## src/kmpd_pkg.sv

```systemverilog
// Package: shared types and fixed constants of the keyboard/mouse packet decoder.
package kmpd_pkg;

	// Item kinds
	localparam logic KIND_LINK = 1'b0;
	localparam logic KIND_POP  = 1'b1;

	// Register indexes (byte address / 4)
	localparam logic [1:0] REG_HEADER = 2'd0;
	localparam logic [1:0] REG_MAX_X  = 2'd1;
	localparam logic [1:0] REG_MAX_Y  = 2'd2;

	localparam int unsigned ADDR_W = 4;

	// Register reset values
	localparam logic [7:0] HEADER_RST = 8'd248;
	localparam logic [9:0] MAX_X_RST  = 10'd624;
	localparam logic [9:0] MAX_Y_RST  = 10'd384;

	// Key FIFO command from the decoder
	typedef struct packed {
		logic       push;
		logic       pop;
		logic [7:0] wdata;
	} fifo_ctl_t;

	// Key FIFO status back to the decoder
	typedef struct packed {
		logic empty;
		logic full;
		logic one_left;
	} fifo_stat_t;

endpackage

```

## src/kmpd_if.sv

```systemverilog
// Interfaces: input item channel and result channel.
interface kmpd_item_if;
	logic       valid;
	logic       ready;
	logic       kind;
	logic [7:0] data_byte;

	modport source (output valid, output kind, output data_byte, input ready);
	modport sink   (input valid, input kind, input data_byte, output ready);
endinterface

interface kmpd_result_if;
	logic       valid;
	logic       ready;
	logic [9:0] cursor_x;
	logic [9:0] cursor_y;
	logic [9:0] prev_x;
	logic [9:0] prev_y;
	logic       moved;
	logic       key_valid;
	logic [7:0] key_code;
	logic       keys_waiting;
	logic       overflow;

	modport source (output valid, output cursor_x, output cursor_y, output prev_x,
		output prev_y, output moved, output key_valid, output key_code,
		output keys_waiting, output overflow, input ready);
	modport sink   (input valid, input cursor_x, input cursor_y, input prev_x,
		input prev_y, input moved, input key_valid, input key_code,
		input keys_waiting, input overflow, output ready);
endinterface

```

## src/keyboard_mouse_packet_decoder.sv

```systemverilog
// Top level: keyboard/mouse link byte decoder with cursor tracking and key FIFO.
//
//  channel   dir  handshake        payload
//  item      in   valid/ready      kind, data_byte
//  result    out  valid/ready      cursor_x/y, prev_x/y, moved, key_valid,
//                                  key_code, keys_waiting, overflow
//  apb       in   psel/penable     paddr, pwdata -> prdata (pready tied high)
//
// One item per cycle while results are taken; each result appears the cycle after
// its item's transfer. The FIFO memory read lands in its output register in step
// with the result register, so pops also sustain one per cycle.
// item.ready is high whenever the result register is empty or being taken.
// Reset clears the cursor, packet phase, moved flag and FIFO pointers; the key
// memory itself is not cleared (entries are only read after being written).
module keyboard_mouse_packet_decoder #(
	parameter int unsigned FIFO_DEPTH = 256
) (
	input  logic                           clk,
	input  logic                           arst_n,
	input  logic                           psel,
	input  logic                           penable,
	input  logic                           pwrite,
	input  logic [kmpd_pkg::ADDR_W-1:0]    paddr,
	input  logic [31:0]                    pwdata,
	output logic [31:0]                    prdata,
	output logic                           pready,
	kmpd_item_if.sink                      item,
	kmpd_result_if.source                  result
);

	// packet phase codes
	localparam logic [1:0] PH_IDLE = 2'd0;
	localparam logic [1:0] PH_X    = 2'd1;
	localparam logic [1:0] PH_Y    = 2'd2;

	// config registers
	logic [7:0] header_q;
	logic [9:0] max_x_q;
	logic [9:0] max_y_q;

	// decoder state; also drives the cursor fields of the result
	logic [1:0] phase_q;
	logic [9:0] pos_x_q;
	logic [9:0] pos_y_q;
	logic [9:0] last_x_q;
	logic [9:0] last_y_q;
	logic       moved_q;

	// result register
	logic       out_valid_q;
	logic       key_valid_q;
	logic       keys_waiting_q;
	logic       overflow_q;

	logic                 accept;
	logic                 is_link;
	logic                 is_key_byte;
	logic                 do_push;
	logic                 do_pop;
	logic                 dropped;
	logic [11:0]          delta;
	logic [11:0]          sum_x;
	logic [11:0]          sum_y;
	logic [9:0]           raw_x;
	logic [9:0]           raw_y;
	logic [1:0]           phase_d;
	logic [7:0]           fifo_rdata;
	kmpd_pkg::fifo_ctl_t  fifo_ctl;
	kmpd_pkg::fifo_stat_t fifo_stat;

	// ---------------- configuration port ----------------
	assign pready = 1'b1;

	always_comb begin
		case (paddr[3:2])
			kmpd_pkg::REG_HEADER: prdata = {24'd0, header_q};
			kmpd_pkg::REG_MAX_X:  prdata = {22'd0, max_x_q};
			kmpd_pkg::REG_MAX_Y:  prdata = {22'd0, max_y_q};
			default:              prdata = '0;
		endcase
	end

	always_ff @(posedge clk or negedge arst_n) begin
		if (!arst_n) begin
			header_q <= kmpd_pkg::HEADER_RST;
			max_x_q  <= kmpd_pkg::MAX_X_RST;
			max_y_q  <= kmpd_pkg::MAX_Y_RST;
		end else if (psel && penable && pwrite && pready) begin
			case (paddr[3:2])
				kmpd_pkg::REG_HEADER: header_q <= pwdata[7:0];
				kmpd_pkg::REG_MAX_X:  max_x_q  <= pwdata[9:0];
				kmpd_pkg::REG_MAX_Y:  max_y_q  <= pwdata[9:0];
				default: ;
			endcase
		end
	end

	// ---------------- decode ----------------
	// the result register frees up the cycle it is taken
	assign item.ready = !out_valid_q || result.ready;
	assign accept     = item.valid && item.ready;
	assign is_link    = (item.kind == kmpd_pkg::KIND_LINK);

	// a link byte outside a packet that is not a header is a key code
	assign is_key_byte = is_link && (phase_q != PH_X) && (phase_q != PH_Y) &&
		(item.data_byte != header_q);
	assign do_push = accept && is_key_byte && !fifo_stat.full;
	assign dropped = is_key_byte && fifo_stat.full;
	assign do_pop  = accept && !is_link && !fifo_stat.empty;

	assign fifo_ctl.push  = do_push;
	assign fifo_ctl.pop   = do_pop;
	assign fifo_ctl.wdata = item.data_byte;

	// delta byte is two's complement; floor the sum at zero and saturate it at 1023
	assign delta = {{4{item.data_byte[7]}}, item.data_byte};
	assign sum_x = {2'b00, pos_x_q} + delta;
	assign sum_y = {2'b00, pos_y_q} + delta;

	always_comb begin
		raw_x   = pos_x_q;
		raw_y   = pos_y_q;
		phase_d = PH_IDLE;
		case (phase_q)
			PH_X: begin
				raw_x   = sum_x[11] ? 10'd0 : (sum_x[10] ? 10'h3FF : sum_x[9:0]);
				phase_d = PH_Y;
			end
			PH_Y: begin
				raw_y   = sum_y[11] ? 10'd0 : (sum_y[10] ? 10'h3FF : sum_y[9:0]);
				phase_d = PH_IDLE;
			end
			default: begin
				phase_d = (item.data_byte == header_q) ? PH_X : PH_IDLE;
			end
		endcase
	end

	// state and result register; link bytes clamp both axes to the limits
	always_ff @(posedge clk or negedge arst_n) begin
		if (!arst_n) begin
			phase_q        <= PH_IDLE;
			pos_x_q        <= '0;
			pos_y_q        <= '0;
			last_x_q       <= '0;
			last_y_q       <= '0;
			moved_q        <= 1'b0;
			out_valid_q    <= 1'b0;
			key_valid_q    <= 1'b0;
			keys_waiting_q <= 1'b0;
			overflow_q     <= 1'b0;
		end else begin
			if (accept) begin
				out_valid_q <= 1'b1;
			end else if (result.ready) begin
				out_valid_q <= 1'b0;
			end
			if (accept) begin
				key_valid_q    <= do_pop;
				overflow_q     <= dropped;
				keys_waiting_q <= do_push ||
					(!fifo_stat.empty && !(do_pop && fifo_stat.one_left));
				if (is_link) begin
					phase_q <= phase_d;
					pos_x_q <= (raw_x > max_x_q) ? max_x_q : raw_x;
					pos_y_q <= (raw_y > max_y_q) ? max_y_q : raw_y;
					if (phase_q == PH_X) begin
						last_x_q <= pos_x_q;
					end
					if (phase_q == PH_Y) begin
						last_y_q <= pos_y_q;
					end
					if (phase_q != PH_X && phase_q != PH_Y &&
						item.data_byte == header_q) begin
						moved_q <= 1'b1;
					end
				end
			end
		end
	end

	kmpd_key_fifo #(
		.DEPTH (FIFO_DEPTH)
	) u_key_fifo (
		.clk    (clk),
		.arst_n (arst_n),
		.ctl    (fifo_ctl),
		.rdata  (fifo_rdata),
		.stat   (fifo_stat)
	);

	// ---------------- result ----------------
	assign result.valid        = out_valid_q;
	assign result.cursor_x     = pos_x_q;
	assign result.cursor_y     = pos_y_q;
	assign result.prev_x       = last_x_q;
	assign result.prev_y       = last_y_q;
	assign result.moved        = moved_q;
	assign result.key_valid    = key_valid_q;
	assign result.key_code     = key_valid_q ? fifo_rdata : 8'd0;
	assign result.keys_waiting = keys_waiting_q;
	assign result.overflow     = overflow_q;

	// ---------------- assertions ----------------
	a_pop_no_drop: assert property (@(posedge clk) disable iff (!arst_n)
		(out_valid_q && key_valid_q) |-> !overflow_q)
		else $error("key returned and overflow flagged together");

	a_empty_pop: assert property (@(posedge clk) disable iff (!arst_n)
		(accept && !is_link && fifo_stat.empty) |=> !key_valid_q)
		else $error("pop on empty FIFO returned a key");

	a_x_then_y: assert property (@(posedge clk) disable iff (!arst_n)
		(accept && is_link && phase_q == PH_X) |=> (phase_q == PH_Y))
		else $error("X delta not followed by Y phase");

	a_clamp_x: assert property (@(posedge clk) disable iff (!arst_n)
		(accept && is_link) |=> (pos_x_q <= $past(max_x_q)))
		else $error("cursor x above limit after link byte");

endmodule

```

## src/kmpd_key_fifo.sv

```systemverilog
// Key FIFO: simple dual-port synchronous memory with wrap pointers and a fill count.
module kmpd_key_fifo #(
	parameter int unsigned DEPTH = 256
) (
	input  logic                  clk,
	input  logic                  arst_n,
	input  kmpd_pkg::fifo_ctl_t   ctl,
	output logic [7:0]            rdata,
	output kmpd_pkg::fifo_stat_t  stat
);

	localparam int unsigned PTR_W = (DEPTH > 1) ? $clog2(DEPTH) : 1;
	localparam int unsigned CNT_W = $clog2(DEPTH + 1);
	localparam logic [PTR_W-1:0] PTR_LAST = PTR_W'(DEPTH - 1);
	localparam logic [CNT_W-1:0] CNT_FULL = CNT_W'(DEPTH);

	logic [7:0]       mem [DEPTH];
	logic [PTR_W-1:0] rd_ptr_q;
	logic [PTR_W-1:0] wr_ptr_q;
	logic [CNT_W-1:0] count_q;
	logic [7:0]       rdata_q;

	assign stat.empty    = (count_q == '0);
	assign stat.full     = (count_q == CNT_FULL);
	assign stat.one_left = (count_q == CNT_W'(1));
	assign rdata         = rdata_q;

	// caller only issues push when not full, pop when not empty
	always_ff @(posedge clk) begin
		if (ctl.push) begin
			mem[wr_ptr_q] <= ctl.wdata;
		end
		if (ctl.pop) begin
			rdata_q <= mem[rd_ptr_q];
		end
	end

	always_ff @(posedge clk or negedge arst_n) begin
		if (!arst_n) begin
			rd_ptr_q <= '0;
			wr_ptr_q <= '0;
			count_q  <= '0;
		end else begin
			if (ctl.push) begin
				wr_ptr_q <= (wr_ptr_q == PTR_LAST) ? '0 : wr_ptr_q + PTR_W'(1);
			end
			if (ctl.pop) begin
				rd_ptr_q <= (rd_ptr_q == PTR_LAST) ? '0 : rd_ptr_q + PTR_W'(1);
			end
			if (ctl.push && !ctl.pop) begin
				count_q <= count_q + CNT_W'(1);
			end else if (ctl.pop && !ctl.push) begin
				count_q <= count_q - CNT_W'(1);
			end
		end
	end

endmodule
```

## src/flat_wrapper.sv

```systemverilog
// flat-port wrapper written by rule: the top's interface ports become plain ports
module keyboard_mouse_packet_decoder_flat 
#(
	parameter int unsigned FIFO_DEPTH = 256
)
  (clk, arst_n, psel, penable, pwrite, paddr, pwdata, prdata, pready, item_valid, item_kind, item_data_byte, item_ready, result_valid, result_cursor_x, result_cursor_y, result_prev_x, result_prev_y, result_moved, result_key_valid, result_key_code, result_keys_waiting, result_overflow, result_ready);
  kmpd_item_if item_i ();
  kmpd_result_if result_i ();
  input  logic clk;
  input  logic arst_n;
  input  logic psel;
  input  logic penable;
  input  logic pwrite;
  input  logic [kmpd_pkg::ADDR_W-1:0] paddr;
  input  logic [31:0] pwdata;
  output logic [31:0] prdata;
  output logic pready;
  input wire logic [$bits(item_i.valid)-1:0] item_valid;
  input wire logic [$bits(item_i.kind)-1:0] item_kind;
  input wire logic [$bits(item_i.data_byte)-1:0] item_data_byte;
  output wire logic [$bits(item_i.ready)-1:0] item_ready;
  output wire logic [$bits(result_i.valid)-1:0] result_valid;
  output wire logic [$bits(result_i.cursor_x)-1:0] result_cursor_x;
  output wire logic [$bits(result_i.cursor_y)-1:0] result_cursor_y;
  output wire logic [$bits(result_i.prev_x)-1:0] result_prev_x;
  output wire logic [$bits(result_i.prev_y)-1:0] result_prev_y;
  output wire logic [$bits(result_i.moved)-1:0] result_moved;
  output wire logic [$bits(result_i.key_valid)-1:0] result_key_valid;
  output wire logic [$bits(result_i.key_code)-1:0] result_key_code;
  output wire logic [$bits(result_i.keys_waiting)-1:0] result_keys_waiting;
  output wire logic [$bits(result_i.overflow)-1:0] result_overflow;
  input wire logic [$bits(result_i.ready)-1:0] result_ready;
  assign item_i.valid = item_valid;
  assign item_i.kind = item_kind;
  assign item_i.data_byte = item_data_byte;
  assign item_ready = item_i.ready;
  assign result_valid = result_i.valid;
  assign result_cursor_x = result_i.cursor_x;
  assign result_cursor_y = result_i.cursor_y;
  assign result_prev_x = result_i.prev_x;
  assign result_prev_y = result_i.prev_y;
  assign result_moved = result_i.moved;
  assign result_key_valid = result_i.key_valid;
  assign result_key_code = result_i.key_code;
  assign result_keys_waiting = result_i.keys_waiting;
  assign result_overflow = result_i.overflow;
  assign result_i.ready = result_ready;
  keyboard_mouse_packet_decoder #(.FIFO_DEPTH(FIFO_DEPTH)) u_core (.clk(clk), .arst_n(arst_n), .psel(psel), .penable(penable), .pwrite(pwrite), .paddr(paddr), .pwdata(pwdata), .prdata(prdata), .pready(pready), .item(item_i), .result(result_i));
endmodule
```

## config.mk

```make
export PLATFORM = sky130hd
export DESIGN_NAME = keyboard_mouse_packet_decoder_flat
export DESIGN_NICKNAME = d
export VERILOG_FILES = /design/src/kmpd_pkg.sv /design/src/kmpd_if.sv /design/src/keyboard_mouse_packet_decoder.sv /design/src/kmpd_key_fifo.sv /design/src/flat_wrapper.sv
export SDC_FILE = /design/constraint.sdc
export NUM_CORES = 2
export LEC_CHECK = 0
export BUFFER_PORTS_ARGS = -buffer_cell sky130_fd_sc_hd__buf_4
export CORE_MARGIN = 3
export CORE_UTILIZATION = 45
export CTS_CLUSTER_DIAMETER = 50
export DETAILED_ROUTE_END_ITERATION = 12
export PLACE_DENSITY = 0.68
export SYNTH_ARGS = -nofsm -noshare
export SYNTH_HDL_FRONTEND = slang
export SYNTH_HIERARCHICAL = 1
export SYNTH_SLANG_ARGS = --single-unit
```

## constraint.sdc

```tcl
create_clock -name clk -period 12.3 [get_ports clk]
set_clock_uncertainty 0.05 [all_clocks]
set_input_delay 1.845 -clock clk [delete_from_list [all_inputs] [get_ports clk]]
set_output_delay 1.845 -clock clk [all_outputs]
set_load 0.1 [all_outputs]
```

==> flow_metrics.env <==
export IMPL_crit_path_top_delay_cell="buf_4"
export IMPL_dieHeight_um=446
export IMPL_drive_above_1_share_pct=22.9
export IMPL_leakage_nw=31.2
export IMPL_r2r_end="u_core/u_key_fifo/rdata[1]"
export IMPL_ys_seq_area_share_pct=73.7
export IMPL_fin_cells=7281
export IMPL_htree_levels=4
export IMPL_netlist_instances=4435
export IMPL_placed_cells=6878
export IMPL_clock_latency_ns=0.84
export IMPL_post_cts_buffers=0
export IMPL_ctsLongestPathBuffers=3
export IMPL_power_density_nw_per_um2=211
export IMPL_synth_edf_count=2056
export IMPL_syn_avg_cell_area_um2=19.7
export IMPL_hold_end="u_core/result.keys_waiting"
export IMPL_timing_final_crit_share_pct=51.8
export IMPL_cts_resized=0
export IMPL_grt_start_max_net_pins=221
export IMPL_rsz0062_at_grt="false"
export IMPL_ctsHoldBuffers=0
export IMPL_tightest_slew_ns=1.29
export IMPL_avgViaCountPerCell=6.14
export IMPL_r2r_start="u_core/u_key_fifo/rd_ptr_q[1]"
export IMPL_hold_path_class="flip-flop to flip-flop"
export IMPL_synth_top_area_share_pct=70.8
export IMPL_fin_tns_setup_ns=0
export IMPL_cts_buffers=212
export IMPL_endpoint_kind="flip-flop"
export IMPL_cts_tree="done"
export IMPL_synth_distinct_cells=100
export IMPL_synth_area_leaders="edfxtp_1 71%, mux4_2 13%, dfrtp_1 2.6%"
export IMPL_first_pass_iters=6
export IMPL_clockPowerShare_pct=31.9
export IMPL_ys_seq_elements=2156
export IMPL_rows=160
export IMPL_cts_sinks=2156
export IMPL_min_path_cells=2
export IMPL_grt_ovfl_total=0
export IMPL_drt_iter0_markers=5645
export IMPL_wl_per_cell_um=30.2
export IMPL_crit_top_cell="o21ai_1"
export IMPL_grt_pass1_wl_mm=318
export IMPL_yosys_area_top_type="edfxtp_1"
export IMPL_postRouteAntennaNets=0
export IMPL_drc=0
export IMPL_r2r_slack_ns=6.70
export IMPL_outcome="finished, final reports clean"
export IMPL_min_from="u_core/result.keys_waiting"
export IMPL_die_w_um=446
export IMPL_start_util_pct=45.6
export IMPL_syn_area_um2=87200
export IMPL_crit_chain="clkbuf_8, buf_4, ha_1, a211oi_2, o21ai_1, a2111oi_1, nor3b_2, nand2_1, o21bai_1, o21ai_1, ha_1, o21ai_1, o21bai_1, nor4_1, nor3_1, o21ai_1, a221o_1"
export IMPL_cp_data_arrival_time_ns=7.03
export IMPL_path_max_fanout=56
export IMPL_seqPwrFrac_pct=41.0
export IMPL_syn_to_final_growth_pct=11.6
export IMPL_cp_buffers_inverters=2
export IMPL_setup_viol=0
export IMPL_power_switching_mw=6.60
export IMPL_setup_ws_ns=5.93
export IMPL_fmax_mhz=157
export IMPL_wirelength_mm=220
export IMPL_antenna_found_initial=5
export IMPL_synth_ff_type="edfxtp_1"
export IMPL_dp_slack_ns=5.20
export IMPL_fp_coreArea_um2=191000
export IMPL_critPathTopFamily="compound AO/OA/AOI/OAI gates"
export IMPL_num_io_pins=139
export IMPL_grt_pass1_vias=43988
export IMPL_dieArea_um2=199000
export IMPL_cts_root_buf="clkbuf_16"
export IMPL_hold_violations=0
export IMPL_cpPeakStageDelay_ns=0.60
export IMPL_clk_pin_slew_worst_paths_ns=0.06
export IMPL_power_total_mw=20.5
export IMPL_finalCriticalPeriod_ns=6.37
export IMPL_pwr_share_comb_pct=27.1
export IMPL_switching_share_pct=32.1
export IMPL_vias=44701
export IMPL_p_int_mw=13.9
export IMPL_synth_common_cells="2056 x edfxtp_1, 487 x mux4_2, 320 x nor2_1, 176 x mux2i_1, 146 x nand2_1"
export IMPL_ys_warn_count=6
export IMPL_grt_usage_pct=22.1
export IMPL_maxCapViolations=0
export IMPL_criticalPathCategory="primary input to flip-flop"
export IMPL_finalNetCount=4689
export IMPL_required_ns=12.96
export IMPL_place_port_buffers=91
export IMPL_max_slew_margin_pct=13.4
export IMPL_hpwl_mm=132
export IMPL_gp_congestion=0.882
export IMPL_drv_slew=0
export IMPL_ir_drop_mv=0.181
export IMPL_reg2regPathDepth=10
export IMPL_synth_most_common_cell="edfxtp_1"
export IMPL_synthArstFlopShare_pct=4.64
export IMPL_start_kind="primary input"
export IMPL_finalHoldWorstSlack_ns=0.434
==> cells in the final DEF (no fill, tap or decap), types with 54 or more instances in the layout <==
master	instances
nor2_1	316
edfxtp_1	2056
nand2_1	144
mux2i_1	176
dfrtp_1	83
ha_1	54
a21oi_1	94
clkbuf_16	214
o21ai_0	88
mux4_2	487
buf_4	169
==> registers in the layout, summed over array words and instances, names as in the netlist, 8 cells and up <==
| signal | cells |
|---|---|
| u_core/u_key_fifo/rd_ptr_q | 8 |
| u_core/result.prev_x | 10 |
| u_core/max_x_q | 10 |
| u_core/max_y_q | 10 |
| u_core/header_q | 8 |
| u_core/result.prev_y | 10 |
| u_core/result.cursor_y | 10 |
| u_core/u_key_fifo/mem | 2048 |
| u_core/u_key_fifo/count_q | 9 |
| u_core/u_key_fifo/rdata | 8 |
| u_core/result.cursor_x | 10 |
| u_core/u_key_fifo/wr_ptr_q | 8 |
==> routing by layer <==
metal / part of all wire (%) / vias to the layer above / wire length (µm) / GRT usage [%]
met1: 39 / 23515 / 86300 / 30.8
met2: 47 / 2318 / 104000 / 34.1
met5: 0.021 / - / 47 / 0
li1: - / 18426 / - / -
met3: 9.4 / 440 / 20700 / 4.75
met4: 4.1 / 2 / 9110 / 8.82
==> layout make-up <==
type	instances	area, µm²
Fill cell	15050	94100
Timing Repair Buffer	187	1580
Inverter	57	220
Sequential cell	2156	64300
Clock inverter	149	1610
Multi-Input combinational cell	1967	21000
Antenna cell	7	17.5
Clock buffer	247	5480
Tap cell	2511	3140
==> tightest hold or removal path: cells and delay by family (launching register included) <==
family / cells / cell delay, ns
DFF: 1 / 0.34
AOI/OAI and AO/OA: 1 / 0.06
and+or+nand+nor: 1 / 0.05
==> cells by family after synthesis <==
kind of cell             after synthesis  synth area share, %
flip-flops                          2156                 73.7
multiplexers                         717                 15.6
AND/OR/NAND/NOR                      646                 3.27
AO/OA/AOI/OAI                        479                 3.76
buffers and inverters                333                 2.41
adder cells (fa/ha/maj)               56                0.821
XOR/XNOR                              46                0.471
other                                  2              0.00861
==> metrics by stage <==
step / cell area (µm²) / utilization (%)
after floorplan: 87300 / -
after global placement: 90200 / 47.1
after detailed placement: 90200 / 47.1
after CTS: 97300 / 50.8
after global routing: 97300 / 50.8
final: 97300 / 50.8
==> power by group through the flow <==
| stage | sequential [mW] | combinational [mW] | clock [mW] |
|---|---|---|---|
| finish | 8.42 | 5.56 | 6.55 |
| global route | 8.44 | 5.78 | 6.95 |
| CTS | 8.42 | 5.53 | 6.65 |
| detailed placement | 8.57 | 5.51 | 0 |
| global placement | 8.57 | 5.48 | 0 |
| floorplan | 8.71 | 3.51 | 0 |
==> worst max path at each step <==
stage                                 start                         to  slack, ns  cells past startpoint
final                     item_data_byte[6]  u_core/result.cursor_y[8]       5.93                     17
after global routing      item_data_byte[6]  u_core/result.cursor_x[3]       5.66                     16
after CTS                 item_data_byte[6]  u_core/result.cursor_y[8]       6.11                     17
after detailed placement  item_data_byte[6]  u_core/result.cursor_y[8]       5.20                     17
after global placement    item_data_byte[6]  u_core/result.cursor_y[8]       5.29                     17
after floorplan                    paddr[2]                  prdata[0]       5.89                      3
No activity file was read; power rests on OpenSTA's default activity.
